===== config.mk =====
export PLATFORM = sky130hd
export DESIGN_NAME = imu_average_and_yaw_integrator
export DESIGN_NICKNAME = d
export VERILOG_FILES = /design/src/rtl/core/iay_pkg.sv /design/src/rtl/core/iay_cell.sv /design/src/rtl/core/iay_window.sv /design/src/rtl/core/iay_avg.sv /design/src/rtl/core/iay_yaw.sv /design/src/rtl/core/imu_average_and_yaw_integrator.sv
export SDC_FILE = /design/constraint.sdc
export NUM_CORES = 2
export LEC_CHECK = 0
export BUFFER_PORTS_ARGS = -buffer_cell sky130_fd_sc_hd__buf_2
export CAP_MARGIN = 20
export CORE_MARGIN = 2
export CORE_UTILIZATION = 65
export CTS_CLUSTER_DIAMETER = 80
export CTS_CLUSTER_SIZE = 30
export DETAILED_ROUTE_END_ITERATION = 7
export HOLD_SLACK_MARGIN = 0.03
export PLACE_DENSITY = 0.81
export SYNTH_ARGS = -nofsm -noshare
export SYNTH_HDL_FRONTEND = slang
export SYNTH_HIERARCHICAL = 1
export SYNTH_SLANG_ARGS = --single-unit

===== constraint.sdc =====
create_clock -name clk -period 9.2 [get_ports clk]
set_input_delay 0.92 -clock clk [delete_from_list [all_inputs] [get_ports clk]]
set_output_delay 0.92 -clock clk [all_outputs]
set_load 0.01 [all_outputs]

===== src/rtl/core/iay_pkg.sv =====
// iay_pkg: shared types and constants of the imu averager and yaw integrator
// used by every module in rtl/core; no dependencies of its own
`timescale 1ns / 1ps
`default_nettype none

package iay_pkg;

	localparam int SAMPLE_W     = 16;
	localparam int CFG_W        = 15;
	localparam int DT_W         = 20;
	localparam int TGT_W        = 17;
	localparam int YAW_W        = 48;
	localparam int SCALE_W      = 26;
	localparam int TGT_SCALED_W = TGT_W + SCALE_W;
	localparam int RECIP_SHIFT  = 24;
	localparam int RECIP_W      = RECIP_SHIFT + 1;

	localparam logic [SCALE_W-1:0] TARGET_SCALE = SCALE_W'(65500000);

	localparam logic signed [YAW_W-1:0] YAW_MAX = {1'b0, {(YAW_W-1){1'b1}}};
	localparam logic signed [YAW_W-1:0] YAW_MIN = {1'b1, {(YAW_W-1){1'b0}}};

	localparam logic [CFG_W-1:0] COLLISION_LIMIT_RST = CFG_W'(4915);
	localparam logic [CFG_W-1:0] STRAIGHT_LIMIT_RST  = CFG_W'(131);

	localparam logic REG_COLLISION_LIMIT = 1'b0;
	localparam logic REG_STRAIGHT_LIMIT  = 1'b1;

	typedef enum logic [1:0] {
		MODE_SAMPLE = 2'd0,
		MODE_YAW    = 2'd1,
		MODE_CLEAR  = 2'd2,
		MODE_NONE   = 2'd3
	} mode_t;

	typedef struct packed {
		logic adv_s1;
		logic adv_s2;
		logic adv_s3;
		logic item_s1;
	} pipe_ctl_t;

	typedef struct packed {
		logic signed [SAMPLE_W-1:0] accel_avg;
		logic signed [SAMPLE_W-1:0] gyro_avg;
		logic                       collision;
		logic                       straight;
	} avg_res_t;

endpackage

`default_nettype wire


===== src/rtl/core/iay_cell.sv =====
// iay_cell: one window cell holding an accel and a gyro sample
// shifts its pair on to the next cell on each sample item; uses iay_pkg
`timescale 1ns / 1ps
`default_nettype none

module iay_cell import iay_pkg::*; (
	input  wire logic                       clk,
	input  wire logic                       arst_n,
	input  wire logic                       shift,
	input  wire logic signed [SAMPLE_W-1:0] accel_in,
	input  wire logic signed [SAMPLE_W-1:0] gyro_in,
	output logic signed [SAMPLE_W-1:0]      accel_out,
	output logic signed [SAMPLE_W-1:0]      gyro_out
);

	logic signed [SAMPLE_W-1:0] accel_q;
	logic signed [SAMPLE_W-1:0] gyro_q;

	always_ff @(posedge clk or negedge arst_n) begin
		if (!arst_n) begin
			accel_q <= '0;
			gyro_q  <= '0;
		end else if (shift) begin
			accel_q <= accel_in;
			gyro_q  <= gyro_in;
		end
	end

	assign accel_out = accel_q;
	assign gyro_out  = gyro_q;

endmodule

`default_nettype wire


===== src/rtl/core/iay_window.sv =====
// iay_window: chain of sample cells with running window sums
// depends on iay_pkg and iay_cell
`timescale 1ns / 1ps
`default_nettype none

module iay_window import iay_pkg::*; #(
	parameter int WINDOW_LEN = 5,
	parameter int SUM_W      = 19
) (
	input  wire logic                       clk,
	input  wire logic                       arst_n,
	input  wire logic                       shift,
	input  wire logic signed [SAMPLE_W-1:0] accel_raw,
	input  wire logic signed [SAMPLE_W-1:0] gyro_raw,
	output logic signed [SUM_W-1:0]         asum,
	output logic signed [SUM_W-1:0]         gsum
);

	logic signed [SAMPLE_W-1:0] a_tap [WINDOW_LEN+1];
	logic signed [SAMPLE_W-1:0] g_tap [WINDOW_LEN+1];
	logic signed [SUM_W-1:0]    asum_q;
	logic signed [SUM_W-1:0]    gsum_q;

	assign a_tap[0] = accel_raw;
	assign g_tap[0] = gyro_raw;

	for (genvar i = 0; i < WINDOW_LEN; i++) begin : g_cell
		iay_cell u_cell (
			.clk       (clk),
			.arst_n    (arst_n),
			.shift     (shift),
			.accel_in  (a_tap[i]),
			.gyro_in   (g_tap[i]),
			.accel_out (a_tap[i+1]),
			.gyro_out  (g_tap[i+1])
		);
	end

	// oldest sample leaves as the new one enters
	always_ff @(posedge clk or negedge arst_n) begin
		if (!arst_n) begin
			asum_q <= '0;
			gsum_q <= '0;
		end else if (shift) begin
			asum_q <= asum_q + SUM_W'(accel_raw) - SUM_W'(a_tap[WINDOW_LEN]);
			gsum_q <= gsum_q + SUM_W'(gyro_raw) - SUM_W'(g_tap[WINDOW_LEN]);
		end
	end

	assign asum = asum_q;
	assign gsum = gsum_q;

endmodule

`default_nettype wire


===== src/rtl/core/iay_avg.sv =====
// iay_avg: window averages by reciprocal multiply, and collision/straight flags
// two stages (s2 divide, s3 sign and compare); depends on iay_pkg
`timescale 1ns / 1ps
`default_nettype none

module iay_avg import iay_pkg::*; #(
	parameter int WINDOW_LEN = 5,
	parameter int SUM_W      = 19
) (
	input  wire logic                    clk,
	input  wire pipe_ctl_t               ctl,
	input  wire logic signed [SUM_W-1:0] asum,
	input  wire logic signed [SUM_W-1:0] gsum,
	input  wire logic [CFG_W-1:0]        collision_limit,
	input  wire logic [CFG_W-1:0]        straight_limit,
	output avg_res_t                     res
);

	localparam int PROD_W = SUM_W + RECIP_W;
	localparam logic [RECIP_W-1:0] RECIP =
		RECIP_W'(((2 ** RECIP_SHIFT) + WINDOW_LEN - 1) / WINDOW_LEN);

	logic [SUM_W-1:0]    amag;
	logic [SUM_W-1:0]    gmag;
	logic [PROD_W-1:0]   aprod;
	logic [PROD_W-1:0]   gprod;
	logic [SAMPLE_W-1:0] amag_s2;
	logic [SAMPLE_W-1:0] gmag_s2;
	logic                aneg_s2;
	logic                gneg_s2;
	avg_res_t            res_q;

	always_comb begin
		amag  = asum[SUM_W-1] ? $unsigned(-asum) : $unsigned(asum);
		gmag  = gsum[SUM_W-1] ? $unsigned(-gsum) : $unsigned(gsum);
		aprod = PROD_W'(amag) * PROD_W'(RECIP);
		gprod = PROD_W'(gmag) * PROD_W'(RECIP);
	end

	always_ff @(posedge clk) begin
		if (ctl.adv_s2) begin
			amag_s2 <= aprod[RECIP_SHIFT +: SAMPLE_W];
			gmag_s2 <= gprod[RECIP_SHIFT +: SAMPLE_W];
			aneg_s2 <= asum[SUM_W-1];
			gneg_s2 <= gsum[SUM_W-1];
		end
	end

	always_ff @(posedge clk) begin
		if (ctl.adv_s3) begin
			res_q.accel_avg <= aneg_s2 ? -$signed(amag_s2) : $signed(amag_s2);
			res_q.gyro_avg  <= gneg_s2 ? -$signed(gmag_s2) : $signed(gmag_s2);
			res_q.collision <= amag_s2 > SAMPLE_W'(collision_limit);
			res_q.straight  <= gmag_s2 < SAMPLE_W'(straight_limit);
		end
	end

	assign res = res_q;

endmodule

`default_nettype wire


===== src/rtl/core/iay_yaw.sv =====
// iay_yaw: yaw multiply-accumulate with saturation and turn target check
// s1 multiply, s2 accumulate, s3 compare; depends on iay_pkg
`timescale 1ns / 1ps
`default_nettype none

module iay_yaw import iay_pkg::*; #(
	parameter int SUM_W = 19
) (
	input  wire logic                    clk,
	input  wire logic                    arst_n,
	input  wire pipe_ctl_t               ctl,
	input  wire logic signed [SUM_W-1:0] gsum,
	input  wire logic [1:0]              mode,
	input  wire logic [DT_W-1:0]         elapsed_us,
	input  wire logic signed [TGT_W-1:0] target_angle,
	output logic signed [YAW_W-1:0]      yaw_total,
	output logic                         turn_done
);

	localparam int PROD_W = SUM_W + DT_W + 1;

	logic signed [PROD_W-1:0]  prod_s1;
	logic [TGT_W-1:0]          tmag_s1;
	mode_t                     mode_s1;
	logic [TGT_W-1:0]          tmag;
	logic [TGT_SCALED_W-1:0]   tscale_s2;
	logic                      chk_s2;
	logic signed [YAW_W-1:0]   yaw_q;
	logic signed [YAW_W:0]     yaw_sum;
	logic signed [YAW_W-1:0]   yaw_next;
	logic [YAW_W-1:0]          ymag;
	logic signed [YAW_W-1:0]   yaw_total_q;
	logic                      turn_done_q;

	assign tmag = target_angle[TGT_W-1] ? $unsigned(-target_angle) : $unsigned(target_angle);

	always_ff @(posedge clk) begin
		if (ctl.adv_s1) begin
			prod_s1 <= PROD_W'(gsum) * PROD_W'($signed({1'b0, elapsed_us}));
			tmag_s1 <= tmag;
			mode_s1 <= mode_t'(mode);
		end
	end

	always_comb begin
		yaw_sum = (YAW_W+1)'(yaw_q) + (YAW_W+1)'(prod_s1);
		case (mode_s1)
			MODE_YAW: begin
				if (yaw_sum[YAW_W] != yaw_sum[YAW_W-1])
					yaw_next = yaw_sum[YAW_W] ? YAW_MIN : YAW_MAX;
				else
					yaw_next = yaw_sum[YAW_W-1:0];
			end
			MODE_CLEAR: yaw_next = '0;
			default:    yaw_next = yaw_q;
		endcase
	end

	always_ff @(posedge clk or negedge arst_n) begin
		if (!arst_n) begin
			yaw_q <= '0;
		end else if (ctl.adv_s2 && ctl.item_s1) begin
			yaw_q <= yaw_next;
		end
	end

	always_ff @(posedge clk) begin
		if (ctl.adv_s2) begin
			tscale_s2 <= TGT_SCALED_W'(tmag_s1) * TGT_SCALED_W'(TARGET_SCALE);
			chk_s2    <= (mode_s1 == MODE_YAW);
		end
	end

	assign ymag = yaw_q[YAW_W-1] ? $unsigned(-yaw_q) : $unsigned(yaw_q);

	always_ff @(posedge clk) begin
		if (ctl.adv_s3) begin
			yaw_total_q <= yaw_q;
			turn_done_q <= chk_s2 && (ymag >= YAW_W'(tscale_s2));
		end
	end

	assign yaw_total = yaw_total_q;
	assign turn_done = turn_done_q;

endmodule

`default_nettype wire


===== src/rtl/core/imu_average_and_yaw_integrator.sv =====
// imu_average_and_yaw_integrator: top level, handshake, config registers, pipeline control
// depends on iay_pkg, iay_window, iay_avg, iay_yaw
//
// channel   direction  handshake               payload
// in        sink       in_valid / in_ready     mode, accel_raw, gyro_raw, elapsed_us, target_angle
// out       source     out_valid / out_ready   accel_avg, gyro_avg, collision, straight,
//                                              yaw_total, turn_done
// cfg       sink       cfg_we                  cfg_index, cfg_wdata
//
// one item per cycle sustained while out_ready holds; each item passes stages s1, s2 and s3 before its result is shown
// window cells and sums update at acceptance of a sample item, yaw accumulates in stage two
// each stage moves when the next one is empty or moving, so bubbles are filled
// reset clears windows, sums, yaw and valid bits and loads the limit defaults
`timescale 1ns / 1ps
`default_nettype none

module imu_average_and_yaw_integrator import iay_pkg::*; #(
	parameter int WINDOW_LEN = 5
) (
	input  wire logic                       clk,
	input  wire logic                       arst_n,
	input  wire logic                       cfg_we,
	input  wire logic                       cfg_index,
	input  wire logic [CFG_W-1:0]           cfg_wdata,
	input  wire logic                       in_valid,
	output logic                            in_ready,
	input  wire logic [1:0]                 mode,
	input  wire logic signed [SAMPLE_W-1:0] accel_raw,
	input  wire logic signed [SAMPLE_W-1:0] gyro_raw,
	input  wire logic [DT_W-1:0]            elapsed_us,
	input  wire logic signed [TGT_W-1:0]    target_angle,
	output logic                            out_valid,
	input  wire logic                       out_ready,
	output logic signed [SAMPLE_W-1:0]      accel_avg,
	output logic signed [SAMPLE_W-1:0]      gyro_avg,
	output logic                            collision,
	output logic                            straight,
	output logic signed [YAW_W-1:0]         yaw_total,
	output logic                            turn_done
);

	localparam int SUM_W = SAMPLE_W + $clog2(WINDOW_LEN);

	logic [CFG_W-1:0]        collision_limit_q;
	logic [CFG_W-1:0]        straight_limit_q;
	logic                    v_s1;
	logic                    v_s2;
	logic                    v_s3;
	pipe_ctl_t               ctl;
	logic                    shift;
	logic signed [SUM_W-1:0] asum;
	logic signed [SUM_W-1:0] gsum;
	avg_res_t                avg_res;

	always_ff @(posedge clk or negedge arst_n) begin
		if (!arst_n) begin
			collision_limit_q <= COLLISION_LIMIT_RST;
			straight_limit_q  <= STRAIGHT_LIMIT_RST;
		end else if (cfg_we) begin
			unique case (cfg_index)
				REG_COLLISION_LIMIT: collision_limit_q <= cfg_wdata;
				REG_STRAIGHT_LIMIT:  straight_limit_q  <= cfg_wdata;
			endcase
		end
	end

	always_comb begin
		ctl.adv_s3  = !v_s3 || out_ready;
		ctl.adv_s2  = !v_s2 || ctl.adv_s3;
		ctl.adv_s1  = !v_s1 || ctl.adv_s2;
		ctl.item_s1 = v_s1;
	end

	assign in_ready = ctl.adv_s1;
	assign shift    = in_valid && in_ready && (mode == MODE_SAMPLE);

	always_ff @(posedge clk or negedge arst_n) begin
		if (!arst_n) begin
			v_s1 <= 1'b0;
			v_s2 <= 1'b0;
			v_s3 <= 1'b0;
		end else begin
			if (ctl.adv_s1)
				v_s1 <= in_valid;
			if (ctl.adv_s2)
				v_s2 <= v_s1;
			if (ctl.adv_s3)
				v_s3 <= v_s2;
		end
	end

	iay_window #(
		.WINDOW_LEN (WINDOW_LEN),
		.SUM_W      (SUM_W)
	) u_window (
		.clk       (clk),
		.arst_n    (arst_n),
		.shift     (shift),
		.accel_raw (accel_raw),
		.gyro_raw  (gyro_raw),
		.asum      (asum),
		.gsum      (gsum)
	);

	iay_avg #(
		.WINDOW_LEN (WINDOW_LEN),
		.SUM_W      (SUM_W)
	) u_avg (
		.clk             (clk),
		.ctl             (ctl),
		.asum            (asum),
		.gsum            (gsum),
		.collision_limit (collision_limit_q),
		.straight_limit  (straight_limit_q),
		.res             (avg_res)
	);

	iay_yaw #(
		.SUM_W (SUM_W)
	) u_yaw (
		.clk          (clk),
		.arst_n       (arst_n),
		.ctl          (ctl),
		.gsum         (gsum),
		.mode         (mode),
		.elapsed_us   (elapsed_us),
		.target_angle (target_angle),
		.yaw_total    (yaw_total),
		.turn_done    (turn_done)
	);

	assign out_valid = v_s3;
	assign accel_avg = avg_res.accel_avg;
	assign gyro_avg  = avg_res.gyro_avg;
	assign collision = avg_res.collision;
	assign straight  = avg_res.straight;

	a_no_accept_on_stall: assert property (@(posedge clk) disable iff (!arst_n)
		(v_s1 && !ctl.adv_s2) |-> !in_ready)
		else $error("item accepted while stage one is held");

	a_accept_fills_s1: assert property (@(posedge clk) disable iff (!arst_n)
		(in_valid && in_ready) |=> v_s1)
		else $error("accepted item missing from stage one");

	a_out_from_s2: assert property (@(posedge clk) disable iff (!arst_n)
		$rose(out_valid) |-> $past(v_s2))
		else $error("result shown without an item in stage two");

endmodule

`default_nettype wire


======== After elaboration in Yosys (flattened, before gate mapping) ========
Cells that the tools add are included.
word-level totals
  bits in registers ....................... 494
  bits in latches ......................... 0
  bits in writable memories ............... 0
  bits in read-only memories .............. 0
  bits of input ports ..................... 92
  output and inout bits ................... 85
  word-level logic and storage cells ...... 80
  memories kept ........................... 0
cells by class
  $add $sub $neg .......................... 11
  multipliers ............................. 4
  div/mod/pow operators ................... 0
  order comparisons ....................... 3
  equality and inequality tests ........... 3
  shift operators ......................... 0
  muxes and demuxes ....................... 9
  bitwise logic cells ..................... 1
  reductions and logical operators ........ 15
operator list
  cell                                                                    count
  48-bit two-way mux                                                      3
  48-bit one-hot mux with 2 select lines                                  1
  19-bit by 20-bit multiplier with 38-bit output (second input constant)  2
  48-bit by 40-bit adder with 49-bit output                               1
  48-bit by 43-bit >= comparator with 1-bit output                        1
  16-bit two-way mux                                                      3
  48-bit negator                                                          1
  19-bit by 21-bit multiplier with 40-bit output                          1
  19-bit by 16-bit adder with 19-bit output                               2
  17-bit by 21-bit multiplier with 38-bit output (second input constant)  1
  19-bit two-way mux                                                      2
  19-bit negator                                                          2
  19-bit by 16-bit subtractor with 19-bit output                          2
  16-bit negator                                                          2
  17-bit negator                                                          1
  16-bit by 15-bit > comparator with 1-bit output                         1
  16-bit by 15-bit < comparator with 1-bit output                         1
  2-bit AND reduction                                                     3
  1-bit logical AND                                                       4
  1-bit logical NOT                                                       3
  1-bit logical OR                                                        3
  2-bit by 1-bit == test with 1-bit output (second input constant)        1
  2-bit == test (second input constant)                                   1
  2-bit logical NOT                                                       1
  other kinds (3)                                                         3

======== Logic depth before layout (Yosys ltp) ========
  word-level depth ........................ 6
  gate-level depth with buffers ........... 29
  gate-level depth less buffers ........... 29

======== Modules after synthesis ========
Netlist, hierarchy kept.
modules (own cells, without submodules)
  module                          times used  cells each  area each (µm²)  sequential area each (µm²)
  iay_yaw                         1           3255        31134.9          5615.4
  iay_avg                         1           1490        14502.7          2042.0
  iay_cell                        5           68          1345.0           800.8
  iay_window                      1           543         4545.6           950.9
  imu_average_and_yaw_integrator  1           76          1327.5           838.3

======== Worst setup path after synthesis ========
Ideal clock, no wire load.
  kind .................................... reg-to-reg
  start ................................... reg u_window.asum_q[0], in the netlist u_window/asum[0]
  end ..................................... reg u_avg.amag_s2[10] (data pin)
  setup time .............................. 0.207 ns
  arrival time ............................ 7.399 ns
  data required time ...................... 8.993 ns
  slack ................................... 1.594 ns
  cell stages (with the launch flop) ...... 27
  path buffers ............................ 0
  period minus slack after synthesis ...... 7.606 ns
  cell sequence ........................... dfrtp_1 -> inv_1 -> ha_1 -> nand2b_1 -> or4_1 -> or2_2 -> nand2b_1 -> or4b_4 -> xor2_1 -> fa_1 -> inv_1 -> fa_1 -> fa_1 -> inv_1 -> fa_1 -> inv_1 -> fa_1 -> inv_1 -> ha_1 -> a21oi_1 -> nand2_1 -> a221o_1 -> a311oi_1 -> a21oi_1 -> a211oi_1 -> nor2_1 -> a2111oi_0
on the way
  word-level cells in the longest chain between the ends .. 3
RTL lines
  element                                           line              text
  from (decl)                                       iay_window.sv:21  logic signed [SUM_W-1:0] asum_q;
  from (signal assigned)                            iay_window.sv:45  asum_q <= asum_q + SUM_W'(accel_raw) - SUM_W'(a_tap[WINDOW_LEN]);
  19-bit negator                                    iay_avg.sv:34     amag = asum[SUM_W-1] ? $unsigned(-asum) : $unsigned(asum);
  19-bit two-way mux *                              iay_avg.sv:34
  19-bit by 20-bit multiplier with 38-bit output *  iay_avg.sv:36     aprod = PROD_W'(amag) * PROD_W'(RECIP);
  via u_avg.aprod[34]                               iay_avg.sv:25     logic [PROD_W-1:0] aprod;
  to (signal assigned)                              iay_avg.sv:42     amag_s2 <= aprod[RECIP_SHIFT +: SAMPLE_W];
  to (decl)                                         iay_avg.sv:27     logic [SAMPLE_W-1:0] amag_s2;
The timed path passes the listed nets; every way through them passes the cells marked *.
A chain may end at the register's enable or synchronous reset.

======== Final worst setup path ========
  start ................................... reg u_window.gsum_q[9], in the netlist u_window/gsum[9]
  end ..................................... reg u_avg.gmag_s2[14] (data pin)
on the way
  word-level cells in the longest chain between the ends .. 3
RTL lines
  element                                           line              text
  from (decl)                                       iay_window.sv:22  logic signed [SUM_W-1:0] gsum_q;
  from (signal assigned)                            iay_window.sv:46  gsum_q <= gsum_q + SUM_W'(gyro_raw) - SUM_W'(g_tap[WINDOW_LEN]);
  19-bit negator                                    iay_avg.sv:35     gmag = gsum[SUM_W-1] ? $unsigned(-gsum) : $unsigned(gsum);
  19-bit two-way mux *                              iay_avg.sv:35
  19-bit by 20-bit multiplier with 38-bit output *  iay_avg.sv:37     gprod = PROD_W'(gmag) * PROD_W'(RECIP);
  via u_avg.gprod[38]                               iay_avg.sv:26     logic [PROD_W-1:0] gprod;
  to (signal assigned)                              iay_avg.sv:43     gmag_s2 <= gprod[RECIP_SHIFT +: SAMPLE_W];
  to (decl)                                         iay_avg.sv:28     logic [SAMPLE_W-1:0] gmag_s2;
Marks and branches as above.

==> impl_metrics.toml <==
[yosys]
synth_area_leaders = "fa_1 (24%), ha_1 (16%), dfrtp_1 (12%), edfxtp_1 (11%), inv_1 (8.0%)"
ys_seq_area_share_pct = 23.1
yosysWarnings = 6
yosys.area.top_type = "fa_1"
syn_inst = 5704
ys_seq_elements = 494
syn_area_mm2 = 0.0582
syn_nets = 7221
synthArstFlopShare_pct = 56.5
synth_flop_cell = "dfrtp_1"
syn_avg_cell_area_um2 = 10.2
synth_enable_flop_cells = 215
yosys.area.top_type_share_pct = 24.0
synth_cell_types = 103

[place]
dp_hpwl_um = 106000
gp_congestion = 0.955
dp_slack_ns = 1.03
port_buffers = 176

[critical_path]
cp-start-kind = "register"
worst_ep_required_time_ns = 9.60
path_max_fanout = 24
path_class = "reg2reg"
endpoint_kind = "register"
worstPathArrival_ns = 8.59

[clock_network]
cts_sinks = 494
hold_buffers = 0
clockRootBuffer = "clkbuf_16"
cts_inserted_buffers = 30
ctsHtreeMaxLevel = 1
cts_resized = 0
clock_latency_ns = 0.64
cts_tree = "built"
cts.path.max_buffers = 3
clk_pin_slew_ns = 0.11
cts_setup_buffers = 0

[global_routing]
antenna_found_initial = 10
grt_overflow_total = 0
grt_use_total_pct = 29.3
grt_pass1_vias = 42000
grt_max_degree = 168
grt_pass1_wl_um = 216000

[final_layout]
layout_commonest_cell = "inv_1"
fillers = 6687
final_cell_mix = "inv_1 (1234), ha_1 (728), fa_1 (697), nand2_1 (409), dfrtp_1 (269)"
area_growth_pct = 4.97
drive_gt1_share_pct = 8.95
finalNetCount = 7301
multi_input_area_mm2 = 0.0392
seq_area_mm2 = 0.0135

[timing]
fin_ws_ns = 1.00
fin_skew_ns = 0.0325
min_period_ns = 8.20
finalCritPeriodShare_pct = 89.1
rsz0062_at_grt = "no"
drv_slew = 0
tns_ns = 0
finalHoldViolCount = 0
worst_pin_slew_ns = 1.36
setup_viol = 0
max_freq_ghz = 0.122
maxSlewHeadroom_pct = 9.43
holdWs_ns = 0.355

[floorplan]
dieArea_mm2 = 0.0920
rows = 109
initial_core_util_pct = 65.7
core_mm2 = 0.0886
io_pins = 177
die_x_um = 303
die_h_um = 303

[run_status]
status = "finished clean"

[detailed_routing]
drtIter0Drc = 2710
drt-wirelength-per-cell_um = 18.8
dr.pass1.iters = 5
routed_via_density = 5.72
vias = 39900
wirelength_um = 131000
drc = 0
ant_nets = 0

[worst_hold_path]
hp-class = "in2async"

[run]
maxCapViolCount = 0
-- routing by layer --
layer  wire (um)  global-route usage (%)  part of all wire (%)
met1       56500                    40.3                    43
met2       63400                    49.1                    48
met3        7490                    3.86                   5.7
met4        3950                    8.22                   3.0
met5          52                       0                 0.040
-- layout make-up --
| cell class | instances | share of cell area (%) |
|---|---|---|
| sequential | 494 | 22.0 |
| multi-input combinational | 3812 | 64.1 |
| antenna | 4 | 0.0164 |
| clock buffer | 34 | 1.34 |
| clock inverter | 22 | 0.549 |
| timing repair buffer | 212 | 1.99 |
| inverter | 1234 | 7.58 |
| tap | 1165 | 2.38 |
-- state kept, by name (all words and copies together) (netlist names), 2 cells and up --
register,count
u_avg/amag_s2,16
u_yaw/prod_s1,40
u_avg/res,34
u_yaw/yaw_total,48
straight_limit_q,15
u_yaw/yaw_q,48
u_window/asum,19
u_window/g_cell.u_cell/gyro_out,80
u_avg/gmag_s2,16
u_window/g_cell.u_cell/accel_out,80
u_yaw/tmag_s1,17
u_yaw/mode_s1,2
collision_limit_q,15
u_window/gsum,19
u_yaw/tscale_s2,38
-- metrics by stage --
stage,instance area (um^2),std cells,utilization (%)
2_1_floorplan,58200,5704,-
3_3_place_gp,59900,6915,67.6
3_5_place_dp,59900,6915,67.6
4_1_cts,61100,6971,68.9
5_1_grt,61100,6975,69.0
6_report,61100,6977,69.0
-- kinds of logic (layout without fill, tap and decap cells) --
group | count (synthesis) | in the layout | synth area share (%)
adder cells (fa/ha/maj) | 1425 | 1425 | 39.6
buffers and inverters | 1398 | 1502 | 9.61
AND/OR/NAND/NOR | 1110 | 1110 | 9.59
AO/OA/AOI/OAI | 784 | 784 | 8.79
flip-flops | 494 | 494 | 23.1
XOR/XNOR | 284 | 284 | 4.30
multiplexers | 208 | 208 | 5.02
other | 1 | 5 | 0.00644
-- synthesized netlist by cell type, types with 9 or more instances --
| cell type | number |
|---|---|
| xor2_1 | 75 |
| mux2i_1 | 17 |
| or2_2 | 14 |
| nor3_1 | 45 |
| nor4_1 | 9 |
| mux2_2 | 31 |
| o31ai_1 | 47 |
| o21bai_1 | 35 |
| nand3_1 | 48 |
| o21ai_0 | 159 |
| a311o_1 | 9 |
| mux2_4 | 160 |
| o211ai_1 | 21 |
| o41ai_1 | 11 |
| dfrtp_1 | 269 |
| nand4b_1 | 11 |
| a31oi_1 | 23 |
| fa_1 | 697 |
| or4_1 | 17 |
| a211oi_1 | 20 |
| o21ai_1 | 35 |
| inv_1 | 1234 |
| nand4_1 | 51 |
| buf_2 | 11 |
| buf_12 | 16 |
| and2_1 | 182 |
| nand2_1 | 409 |
| o21a_1 | 31 |
| dfstp_2 | 10 |
| a21oi_1 | 187 |
| nor2_1 | 161 |
| o31a_1 | 9 |
| nand2b_1 | 48 |
| nor2b_1 | 32 |
| edfxtp_1 | 215 |
| a21o_1 | 104 |
| clkbuf_1 | 123 |
| or3_1 | 19 |
| ha_1 | 728 |
| and3_1 | 25 |
| xnor2_1 | 207 |
-- worst paths after layout --
check                                startpoint                                endpoint  slack (ns)  cells past startpoint
max                            u_window/gsum[9]                       u_avg/gmag_s2[14]        1.00                     24
min                                      arst_n   u_window/g_cell[0].u_cell/gyro_out[3]        0.35                      1
max reg2reg                    u_window/gsum[9]                       u_avg/gmag_s2[14]        1.00                     24
min reg2reg                straight_limit_q[11]                    straight_limit_q[11]        0.52                      1
max in group asynchronous                arst_n  u_window/g_cell[2].u_cell/accel_out[9]        7.26                      2
min in group clk                        mode[0]                        u_yaw/mode_s1[0]        0.48                      1
-- worst max-delay path, cell delays in order (launching register included) --
cell and delay (ns):
dfrtp_1 0.37, buf_4 0.23, nor4_1 0.59, nand3_1 0.35, o41ai_1 0.43, xor2_1 0.44
xor2_1 0.32, inv_1 0.10, fa_1 0.50, fa_1 0.53, fa_1 0.52, inv_1 0.06
fa_1 0.54, inv_1 0.07, fa_1 0.53, inv_1 0.05, ha_1 0.33, nand4_1 0.12
nor2_1 0.13, o221ai_1 0.12, o21ai_1 0.46, nand4_1 0.26, a31oi_1 0.39, nor2_1 0.15
a311o_1 0.37
Power is not shown: default switching activity piles up to over one toggle a cycle in this logic, so the estimate is an artifact.
